===== src/rtl/bia_pkg.sv =====
// bia_pkg: shared types and constants for the bitwise integer alu
// holds the opcode enum, the sequencer states and the input/output word structs
// no dependencies
`timescale 1ns / 1ps

package bia_pkg;

  localparam int unsigned DataWidth = 32;
  localparam int unsigned CntWidth  = $clog2(DataWidth);

  typedef enum logic [2:0] {
    OP_ADD = 3'd0,
    OP_SUB = 3'd1,
    OP_MUL = 3'd2,
    OP_DIV = 3'd3,
    OP_REM = 3'd4
  } op_e;

  typedef enum logic [2:0] {
    ST_IDLE = 3'b001,
    ST_CALC = 3'b010,
    ST_DONE = 3'b100
  } state_e;

  typedef struct packed {
    logic [2:0]                  opcode;
    logic signed [DataWidth-1:0] operand_a;
    logic signed [DataWidth-1:0] operand_b;
  } in_word_t;

  typedef struct packed {
    logic signed [DataWidth-1:0] result_value;
    logic                        divide_error;
  } out_word_t;

  // unit status toward the top level
  typedef struct packed {
    logic idle;
    logic done;
  } unit_sts_t;

endpackage


===== src/rtl/bia_iter_unit.sv =====
// bia_iter_unit: shared adder plus shift registers under a small sequencer
// runs add/sub in one step, multiply and divide in one step per operand bit
// depends on bia_pkg
`timescale 1ns / 1ps

module bia_iter_unit
  import bia_pkg::*;
(
  input  logic      clk_i,
  input  logic      rst_ni,
  input  logic      start_i,
  input  in_word_t  word_i,
  input  logic      ack_i,
  output unit_sts_t sts_o,
  output out_word_t word_o
);

  localparam int unsigned W = DataWidth;

  state_e               state_q, state_d;
  op_e                  op_q, op_d;
  logic [W-1:0]         acc_q, acc_d;
  logic [W-1:0]         x_q, x_d;
  logic [W-1:0]         y_q, y_d;
  logic [CntWidth-1:0]  cnt_q, cnt_d;
  logic                 err_q, err_d;

  logic [W:0]   add_x, add_y, add_sum;
  logic         add_sub;
  logic [W-1:0] rem_shift;
  logic         div_ge;
  logic [W-1:0] in_a, in_b;

  assign in_a = word_i.operand_a;
  assign in_b = word_i.operand_b;

  // partial remainder shifted with the next dividend bit
  assign rem_shift = {acc_q[W-2:0], x_q[W-1]};

  // the one shared adder/subtractor
  always_comb begin
    add_x   = {1'b0, x_q};
    add_y   = {1'b0, y_q};
    add_sub = 1'b0;
    unique case (op_q)
      OP_ADD: begin
        add_sub = 1'b0;
      end
      OP_SUB: begin
        add_sub = 1'b1;
      end
      OP_MUL: begin
        add_x = {1'b0, acc_q};
        add_y = {1'b0, x_q & {W{y_q[0]}}};
      end
      OP_DIV, OP_REM: begin
        add_x   = {1'b0, rem_shift};
        add_sub = 1'b1;
      end
      default: begin
        add_sub = 1'b0;
      end
    endcase
  end

  assign add_sum = add_x + (add_y ^ {(W+1){add_sub}}) + {{W{1'b0}}, add_sub};
  assign div_ge  = ~add_sum[W];

  always_comb begin
    state_d = state_q;
    op_d    = op_q;
    acc_d   = acc_q;
    x_d     = x_q;
    y_d     = y_q;
    cnt_d   = cnt_q;
    err_d   = err_q;
    unique case (state_q)
      ST_IDLE: begin
        if (start_i) begin
          x_d     = in_a;
          y_d     = in_b;
          acc_d   = '0;
          err_d   = 1'b0;
          cnt_d   = CntWidth'(W - 1);
          state_d = ST_CALC;
          unique case (word_i.opcode)
            3'(OP_ADD): begin
              op_d  = OP_ADD;
              cnt_d = '0;
            end
            3'(OP_SUB): begin
              op_d  = OP_SUB;
              cnt_d = '0;
            end
            3'(OP_MUL): begin
              op_d = OP_MUL;
            end
            3'(OP_DIV), 3'(OP_REM): begin
              op_d = op_e'(word_i.opcode);
              if (in_b == '0 || in_b[W-1]) begin
                // nonpositive divisor
                err_d   = 1'b1;
                x_d     = '0;
                state_d = ST_DONE;
              end else if (in_a[W-1]) begin
                // negative dividend is below the divisor: quotient 0, remainder a
                x_d     = '0;
                acc_d   = in_a;
                state_d = ST_DONE;
              end
            end
            default: begin
              // unused opcode gives 0
              op_d    = OP_ADD;
              state_d = ST_DONE;
            end
          endcase
        end
      end
      ST_CALC: begin
        unique case (op_q)
          OP_MUL: begin
            acc_d = add_sum[W-1:0];
            x_d   = {x_q[W-2:0], 1'b0};
            y_d   = {1'b0, y_q[W-1:1]};
          end
          OP_DIV, OP_REM: begin
            acc_d = div_ge ? add_sum[W-1:0] : rem_shift;
            x_d   = {x_q[W-2:0], div_ge};
          end
          default: begin
            acc_d = add_sum[W-1:0];
          end
        endcase
        if (cnt_q == '0) begin
          state_d = ST_DONE;
        end else begin
          cnt_d = cnt_q - 1'b1;
        end
      end
      ST_DONE: begin
        if (ack_i) begin
          state_d = ST_IDLE;
        end
      end
      default: begin
        state_d = ST_IDLE;
      end
    endcase
  end

  always_ff @(posedge clk_i or negedge rst_ni) begin
    if (!rst_ni) begin
      state_q <= ST_IDLE;
    end else begin
      state_q <= state_d;
    end
  end

  always_ff @(posedge clk_i) begin
    op_q  <= op_d;
    acc_q <= acc_d;
    x_q   <= x_d;
    y_q   <= y_d;
    cnt_q <= cnt_d;
    err_q <= err_d;
  end

  assign sts_o.idle = (state_q == ST_IDLE);
  assign sts_o.done = (state_q == ST_DONE);

  assign word_o.result_value = (op_q == OP_DIV) ? x_q : acc_q;
  assign word_o.divide_error = err_q;

endmodule


===== src/rtl/bitwise_integer_alu.sv =====
// bitwise integer alu: add, subtract, shift-add multiply, restoring divide
// add/sub take one adder step, error/shortcut cases skip the adder, mul/div/rem take one step per operand bit
// the unit takes no new word until it is through with the last, held for mul/div by the 32 steps of the shared adder
// the output register frees the unit, so a new word is taken while a result waits
// reset: rst_ni async active low clears the sequencer and the output valid flag
`timescale 1ns / 1ps

module bitwise_integer_alu
  import bia_pkg::*;
(
  input  logic      clk_i,
  input  logic      rst_ni,
  input  logic      in_valid_i,
  output logic      in_stall_o,
  input  in_word_t  in_data_i,
  output logic      out_valid_o,
  input  logic      out_stall_i,
  output out_word_t out_data_o
);

  unit_sts_t unit_sts;
  out_word_t unit_word;

  logic      in_accept;
  logic      out_load;
  logic      out_valid_q, out_valid_d;
  out_word_t out_word_q;

  // input side: a word is taken only while the unit sits idle
  assign in_stall_o = ~unit_sts.idle;
  assign in_accept  = in_valid_i & ~in_stall_o;

  // finished result moves to the output register when it is empty or draining
  assign out_load = unit_sts.done & (~out_valid_q | ~out_stall_i);

  bia_iter_unit u_iter (
    .clk_i  (clk_i),
    .rst_ni (rst_ni),
    .start_i(in_accept),
    .word_i (in_data_i),
    .ack_i  (out_load),
    .sts_o  (unit_sts),
    .word_o (unit_word)
  );

  // output register valid flag
  always_comb begin
    out_valid_d = out_valid_q;
    if (out_load) begin
      out_valid_d = 1'b1;
    end else if (~out_stall_i) begin
      out_valid_d = 1'b0;
    end
  end

  always_ff @(posedge clk_i or negedge rst_ni) begin
    if (!rst_ni) begin
      out_valid_q <= 1'b0;
    end else begin
      out_valid_q <= out_valid_d;
    end
  end

  // payload needs no reset
  always_ff @(posedge clk_i) begin
    if (out_load) begin
      out_word_q <= unit_word;
    end
  end

  assign out_valid_o = out_valid_q;
  assign out_data_o  = out_word_q;

  // an accepted word keeps the unit busy for at least the next cycle
  assert property (@(posedge clk_i) disable iff (!rst_ni)
    in_accept |=> in_stall_o)
    else $error("unit took a word but did not go busy");

  // a finished result that can move must show up at the output
  assert property (@(posedge clk_i) disable iff (!rst_ni)
    out_load |=> out_valid_q)
    else $error("finished result was not loaded into the output register");

  // error results carry a zero value
  assert property (@(posedge clk_i) disable iff (!rst_ni)
    (out_valid_o && out_data_o.divide_error) |-> (out_data_o.result_value == '0))
    else $error("divide error with nonzero result");

endmodule

===== config.mk =====
export PLATFORM = sky130hd
export DESIGN_NAME = bitwise_integer_alu
export DESIGN_NICKNAME = d
export VERILOG_FILES = /design/src/rtl/bia_pkg.sv /design/src/rtl/bia_iter_unit.sv /design/src/rtl/bitwise_integer_alu.sv
export SDC_FILE = /design/constraint.sdc
export NUM_CORES = 1
export LEC_CHECK = 0
export ABC_AREA = 0
export BUFFER_PORTS_ARGS = -buffer_cell sky130_fd_sc_hd__buf_2
export CAP_MARGIN = 20
export CELL_PAD_IN_SITES_DETAIL_PLACEMENT = 1
export CELL_PAD_IN_SITES_GLOBAL_PLACEMENT = 1
export CORE_MARGIN = 4
export CORE_UTILIZATION = 42
export CTS_BUF_LIST = sky130_fd_sc_hd__clkbuf_4 sky130_fd_sc_hd__clkbuf_8 sky130_fd_sc_hd__clkbuf_16
export DETAILED_ROUTE_END_ITERATION = 7
export PLACE_DENSITY_LB_ADDON = 0.05
export SYNTH_ARGS = -nofsm -noshare
export SYNTH_HDL_FRONTEND = slang
export SYNTH_SLANG_ARGS = --single-unit

===== constraint.sdc =====
create_clock -name clk_i -period 4.41 [get_ports clk_i]
set_input_delay 0.441 -clock clk_i [delete_from_list [all_inputs] [get_ports clk_i]]
set_output_delay 0.441 -clock clk_i [all_outputs]
set_load 0.005 [all_outputs]

==> reports/metrics.yaml, run 1 <==
die_h_um: 157.6
ant_nets: 0
wl_per_cell_um: 22.47
regToRegStartpoint: "u_iter.op_q[0]"
ys_seq_elements: 142
drc: 0
worst_slew_pin_slew_ns: 0.9839
synth-edff-count: 138
rows: 54
syn_area_mm2: 0.009403
path_delay_family: "compound AO/OA/AOI/OAI gates"
synth_warnings: 0
crit_buf_inv: 2
clock_sink_count: 142
min_period_over_period: 0.9465
synthCells: 985
drive_gt1_frac: 0.2164
peakVddDrop_mv: 0.3516
fin_crit_ns: 4.174
yosysSeqAreaShare: 0.4515
portBuffers: 105
avgSynthCellArea_um2: 9.546
powerDensity_mw_per_mm2: 850.7
dp_hpwl_um: 21300
drt_pass1_iterations: 5
grt_pass1_wl_um: 47940
antenna_found_initial: 0
fin_ws_ns: 0.2358
slew_viol_final: 0
skew_ns: 0.01225
synth.top_cell.area_share: 0.4407
cts_tree: "done"
crit_slowest_cell: "or4b_4"
yosys-top-cells-count: "nand2_1, edfxtp_1, a21oi_1, o21ai_0, clkbuf_1"
crit_cells: 15
wirelength_um: 30900
cts.path.max_buffers: 2
first_iter_violations: 550
leakagePower_nw: 4.588
max_freq_mhz: 239.6
arrival_ns: 4.35
setup_violations: 0
cts_made_buffers: 17
ys_types: 65
via_count: 8135
initial_core_util: 0.4295
dpl_cell_area_mm2: 0.01040
num_io_pins: 106
first_global_vias: 8380
worstSkewPairLatency_ns: 0.43
status: "completed"
startpoint: "u_iter.op_q[0]"
grt_max_degree: 51
hold_path.class: "in2reg"
cp_max_fo: 5
hold_violations: 0
synthTopCellsByArea: "edfxtp_1, nand2_1, a21oi_1"
die_w_um: 157.6
maxSlewHeadroom: 0.3440
clk_pin_slew_ns: 0.06
reg2reg_depth: 15
crit_path_start_kind: "flip-flop"
cts_root_buf: "clkbuf_16"
layout.nets: 1187
worstSetupPathType: "reg2reg"
overflow: 0
max_stage_delay_ns: 0.54
area_growth_syn_to_layout_pct: 17.58
diodes: 0
endpoint_kind: "flip-flop"
rrSetupSlack_ns: 0.24
place_congestion: 0.8920
hold_path_depth: 3
endpoint: "u_iter.acc_q[26]"
worstPathRequired_ns: 4.58
syn_nets: 1090
core_area_mm2: 0.02189
cts_max_level: 4
post-route-util: 0.5050
synth_most_common_cell: "nand2_1"
max_cap_viol_count: 0
grt.total_usage: 0.2502
ys.flop_type: "edfxtp_1"
fin_area_mm2: 0.01106
worst_r2r_endpoint: "u_iter.acc_q[26]"
preCtsSetupSlack_ns: 0.03711
yosysTopAreaCell: "edfxtp_1"
drt-vias-per-instance: 5.916
synth-async-reset-ratio: 0.02817
path_cells: "buf_4 > or4b_4 > a221oi_4 > a21oi_1 > fa_1 > a211oi_1 > nor2_1 > o21ai_2 > buf_4 > o21bai_2 > a41o_1 > o221a_2 > a21oi_1 > xor2_1 > o21ai_0"
dieArea_mm2: 0.02485
[tightest hold or removal path: stages]
cell and delay, ns:
buf_2 0.11, nand2_1 0.07, nand2_1 0.06
[cell usage in the layout, fill, tap and decap left out, drive strengths merged, types with 4 or more instances in the layout]
cell type / n
nand2b: 7
nor2b: 8
a22o: 33
ha: 33
nand3: 10
nand4: 6
a32oi: 12
xor2: 38
a211oi: 5
inv: 17
o31ai: 4
and2: 6
and3: 38
mux2i: 6
a22oi: 29
nand3b: 4
edfxtp: 138
clkinv: 5
buf: 139
xnor2: 22
mux2: 34
nor4: 9
o21ai: 64
a21o: 11
a31oi: 7
nand2: 213
clkinvlp: 4
nor2: 33
a21oi: 84
o21a: 5
clkbuf: 18
o21bai: 8
[routing by layer]
layer	global-route usage	up-vias	wire, µm
met3	0.04347	22	1762
met5	0	-	0
met1	0.3798	4026	15230
li1	-	3832	-
met2	0.3768	255	13560
met4	0.05285	0	342
[power by group]
group | leakage, nW | switching, mW | internal (mW) | total, mW
clock network | 0.272 | 0.616 | 0.839 | 1.45
logic | 2.96 | 3.30 | 2.22 | 5.53
registers | 1.35 | 0.383 | 2.04 | 2.42
[registers in the layout, summed over array words and instances, names as in the netlist]
| signal | flops |
|---|---|
| u_iter.x_q | 32 |
| u_iter.cnt_q | 5 |
| out_valid_o | 1 |
| u_iter.state_q | 3 |
| u_iter.op_q | 3 |
| out_data_o | 33 |
| u_iter.y_q | 32 |
| u_iter.acc_q | 32 |
| u_iter.err_q | 1 |
[worst min path at each step]
stage	from	to	slack, ns
after CTS	out_stall_i	out_valid_o	0.28
after global routing	in_data_i[8]	u_iter.y_q[8]	0.30
after floorplan	rst_ni	out_valid_o	0.15
after detailed placement	rst_ni	u_iter.state_q[1]	0.25
final	out_stall_i	out_valid_o	0.29
after global placement	rst_ni	u_iter.state_q[2]	0.25
[kinds of logic after synthesis]
logic type      Yosys count  synth area share
compound gates          284            0.1979
fa+ha+maj                34           0.04604
flops                   142            0.4515
buf+inv                  76           0.03180
xor+xnor                 60           0.05589
simple gates            349            0.1694
mux                      40           0.04751
[metrics by stage]
step	power (mW)	cells	setup TNS, ns	hold slack, ns
after floorplan	6.199	985	0	0.1454
after global placement	7.725	1342	0	0.2530
after detailed placement	7.800	1342	0	0.2525
after CTS	9.318	1375	0	0.2816
after global routing	10.12	1375	-0.008425	0.3003
final	9.405	1375	0	0.2856
[repair_timing]
item	in CTS	in global routing
buffers inserted	0	0
gates resized for setup	0	18
endpoints found under the hold margin	4	0
setup endpoints to repair	0	32
hold buffers	1	0
[cell type report]
class                           instances  area, µm²
Sequential cell                       142       4245
Timing Repair Buffer                  140      848.3
Tap cell                              280      350.3
Clock inverter                         14      142.6
Clock buffer                           18      432.9
Inverter                               14      52.55
Fill cell                            2529      10840
Multi-Input combinational cell        767       4984
No activity file was read; power rests on OpenSTA's default activity.
==> inputs of run 2 (changes only) <==
- CORE_UTILIZATION: 42 -> 50
- clock period: 4.41 -> 5 ns (I/O delays scaled with it)
==> run 2 against run 1 <==
Effect of this change:
- non-clock buffer count down 8
- sequential share of layout area rose by 0.52 points
- worst hold slack improved by 0.073 ns
- wire length grew 1.1%
- largest power group unchanged
==> reports/metrics.yaml, run 2 (synthesis gave the netlist of run 1 again) <==
status: "completed"  # unchanged
first_global_vias: 8465  # was 8,380
endpoint_kind: "flip-flop"  # unchanged
grt_max_degree: 80  # was 51
hold_ws_ns: 0.3581  # was 0.2856 ns
wl_met1_um: 14200  # was 15,230 µm
min-delay-start: "in_data_i[1]"  # was out_stall_i
slew_viol_final: 0  # unchanged
cts.path.max_buffers: 2  # unchanged
startpoint: "u_iter.op_q[2]"  # was u_iter.op_q[0]
via_count: 8309  # was 8,135
wirelength_um: 31250  # was 30,900 µm
path_delay_family: "compound AO/OA/AOI/OAI gates"  # unchanged
overflow: 0  # unchanged
leakagePower_nw: 4.553  # was 4.588 nW
grt.total_usage: 0.2928  # was 0.2502
area_growth_syn_to_layout_pct: 15.99  # was 17.58%
wl_per_cell_um: 23.75  # was 22.47 µm
cp_max_fo: 13  # was 5
cts_max_level: 4  # unchanged
worstSkewPairLatency_ns: 0.43  # about the same
wl_met2_um: 14230  # was 13,560 µm
rsz0062_at_grt: "false"
clock_sink_count: 142  # unchanged
layout_common_cells: "nand2_1, edfxtp_1, buf_2"  # unchanged
layout.nets: 1179  # was 1,187
top_layer: "met4"  # unchanged
min_period_over_period: 0.9537  # was 0.9465
arrival_ns: 4.91  # was 4.35 ns
grt_pass1_wl_um: 48840  # was 47,940 µm
crit_path_start_kind: "flip-flop"  # unchanged
hold_path.class: "in2reg"  # unchanged
clk_pin_slew_ns: 0.06  # about the same
post-route-util: 0.5990  # was 0.5050
largest_reg_flops: 33  # unchanged
die_h_um: 145.1  # was 157.6 µm
portBuffers: 105  # unchanged
dieArea_mm2: 0.02106  # was 0.02485 mm²
diodes: 0  # unchanged
final_common_cell: "nand2_1"  # unchanged
skew_ns: 0.009684  # was 0.01225 ns
p_comb_frac: 0.577  # was 0.588
swShare: 0.4562  # was 0.4574
maxSlewHeadroom: 0.3731  # was 0.3440
ant_nets: 0  # unchanged
drt-vias-per-instance: 6.314  # was 5.916
fin_setup_tns_ns: 0  # unchanged
place_congestion: 0.8972  # was 0.8920
initial_core_util: 0.5164  # was 0.4295
drt_pass1_iterations: 5  # unchanged
max_stage_delay_ns: 0.56  # was 0.54 ns
wl_met3_um: 2274  # was 1762 µm
crit_slowest_cell: "or4b_4"  # unchanged
regToRegStartpoint: "u_iter.op_q[2]"  # was u_iter.op_q[0]
num_io_pins: 106  # unchanged
cts_tree: "done"  # unchanged
antenna_found_initial: 0  # unchanged
n_fill_cell: 2038  # was 2,529
post_cts_buffers: 0  # unchanged
cts_root_buf: "clkbuf_16"  # unchanged
setup_violations: 0  # unchanged
dp_hpwl_um: 21350  # was 21,300 µm
die_w_um: 145.1  # was 157.6 µm
crit_buf_inv: 2  # unchanged
peakVddDrop_mv: 0.3128  # was 0.3516 mV
fin_crit_ns: 4.768  # was 4.174 ns
hold_violations: 0  # unchanged
cts_made_buffers: 17  # unchanged
worst_slew_pin_slew_ns: 0.9404  # was 0.9839 ns
drc: 0  # unchanged
drive_gt1_frac: 0.2006  # was 0.2164
first_iter_violations: 603  # was 550
p_int_mw: 4.538  # was 5.103 mW
core_area_mm2: 0.01821  # was 0.02189 mm²
max_freq_mhz: 209.7  # was 239.6 MHz
power.switching_mw: 3.807  # was 4.302 mW
seq_power_share: 0.258  # about the same
worstSetupPathType: "reg2reg"  # unchanged
rows: 49  # was 54
worstPathRequired_ns: 5.14  # was 4.58 ns
max_cap_viol_count: 0  # unchanged
path_cells: "buf_4 > or4b_4 > a221oi_1 > a21oi_1 > fa_1 > a211oi_1 > nor2_1 > o21ai_1 > o21ai_0 > o2111ai_1 > and4b_4 > buf_4 > mux2i_1 > o21ai_0"  # was buf_4 > or4b_4 > a221oi_4 > a21oi_1 > fa_1 > a211oi_1 > nor2_1 > o21ai_2 > buf_4 > o21bai_2 > a41o_1 > o221a_2 > a21oi_1 > xor2_1 > o21ai_0
p_clk_frac: 0.165  # was 0.155
powerDensity_mw_per_mm2: 765.1  # was 850.7 mW/mm²
## run 2: changes by cell type in the layout (fill, tap and decap cells not counted), sizes merged
cell and change:
buf -8, clkinvlp -1, bufinv +2, clkinv -1
## run 2: final cells by class
type	instances	area, µm²	share of cell area
repair buffers	132	775.7	0.07113
well taps	229	286.5	0.02627
inverters	14	52.55	0.004818
clock inverters	14	190.2	0.01744
multi-input cells	767	4923	0.4514
clock buffers	18	432.9	0.03969
flip-flops and latches	142	4245	0.3892
## run 2: worst paths after layout
path / end / slack, ns / cells past startpoint
setup / recovery: u_iter.acc_q[1] / 0.23 / 14
setup reg to reg: u_iter.acc_q[1] / 0.23 / 14
max in group asynchronous: u_iter.state_q[0] / 4.39 / 2
hold reg to reg: out_data_o[0] / 0.44 / 0
min in group asynchronous: out_valid_o / 0.40 / 2
hold / removal: u_iter.y_q[1] / 0.36 / 3
## run 2: tightest hold or removal path, cell delays in order
cell and delay, ns:
buf_2 0.09, nand2_1 0.04, nand2_1 0.05
## run 2: layer usage
layer | GRT usage | vias up
li1 | - | 3833
met1 | 0.4157 | 4138
met2 | 0.4631 | 293
met3 | 0.06143 | 45
met4 | 0.07217 | 0
met5 | 0 | -
## run 2: repair_timing
item,4_1_cts,5_1_grt
endpoints found under the setup margin,0,1
hold buffers,1,0
gates resized for setup,0,1
endpoints found under the hold margin,3,0
## run 2: power groups by stage
stage / logic [mW] / registers (mW) / clock network [mW]
6_report: 4.81 / 2.15 / 1.37
5_1_grt: 5.30 / 2.19 / 1.45
4_1_cts: 4.76 / 2.13 / 1.39
3_5_place_dp: 4.71 / 2.15 / 0
3_3_place_gp: 4.59 / 2.14 / 0
2_1_floorplan: 3.47 / 2.00 / 0
## run 2: metrics by stage
step / cells / area, µm² / total power [mW] / worst slack, ns
floorplan: 985 / 9403 / 5.468 / 0.7603
global placement: 1282 / 10260 / 6.730 / 0.2200
detailed placement: 1283 / 10270 / 6.857 / 0.3343
CTS: 1316 / 10900 / 8.285 / 0.2440
global route: 1316 / 10910 / 8.934 / 0.04049
finish: 1316 / 10910 / 8.345 / 0.2317
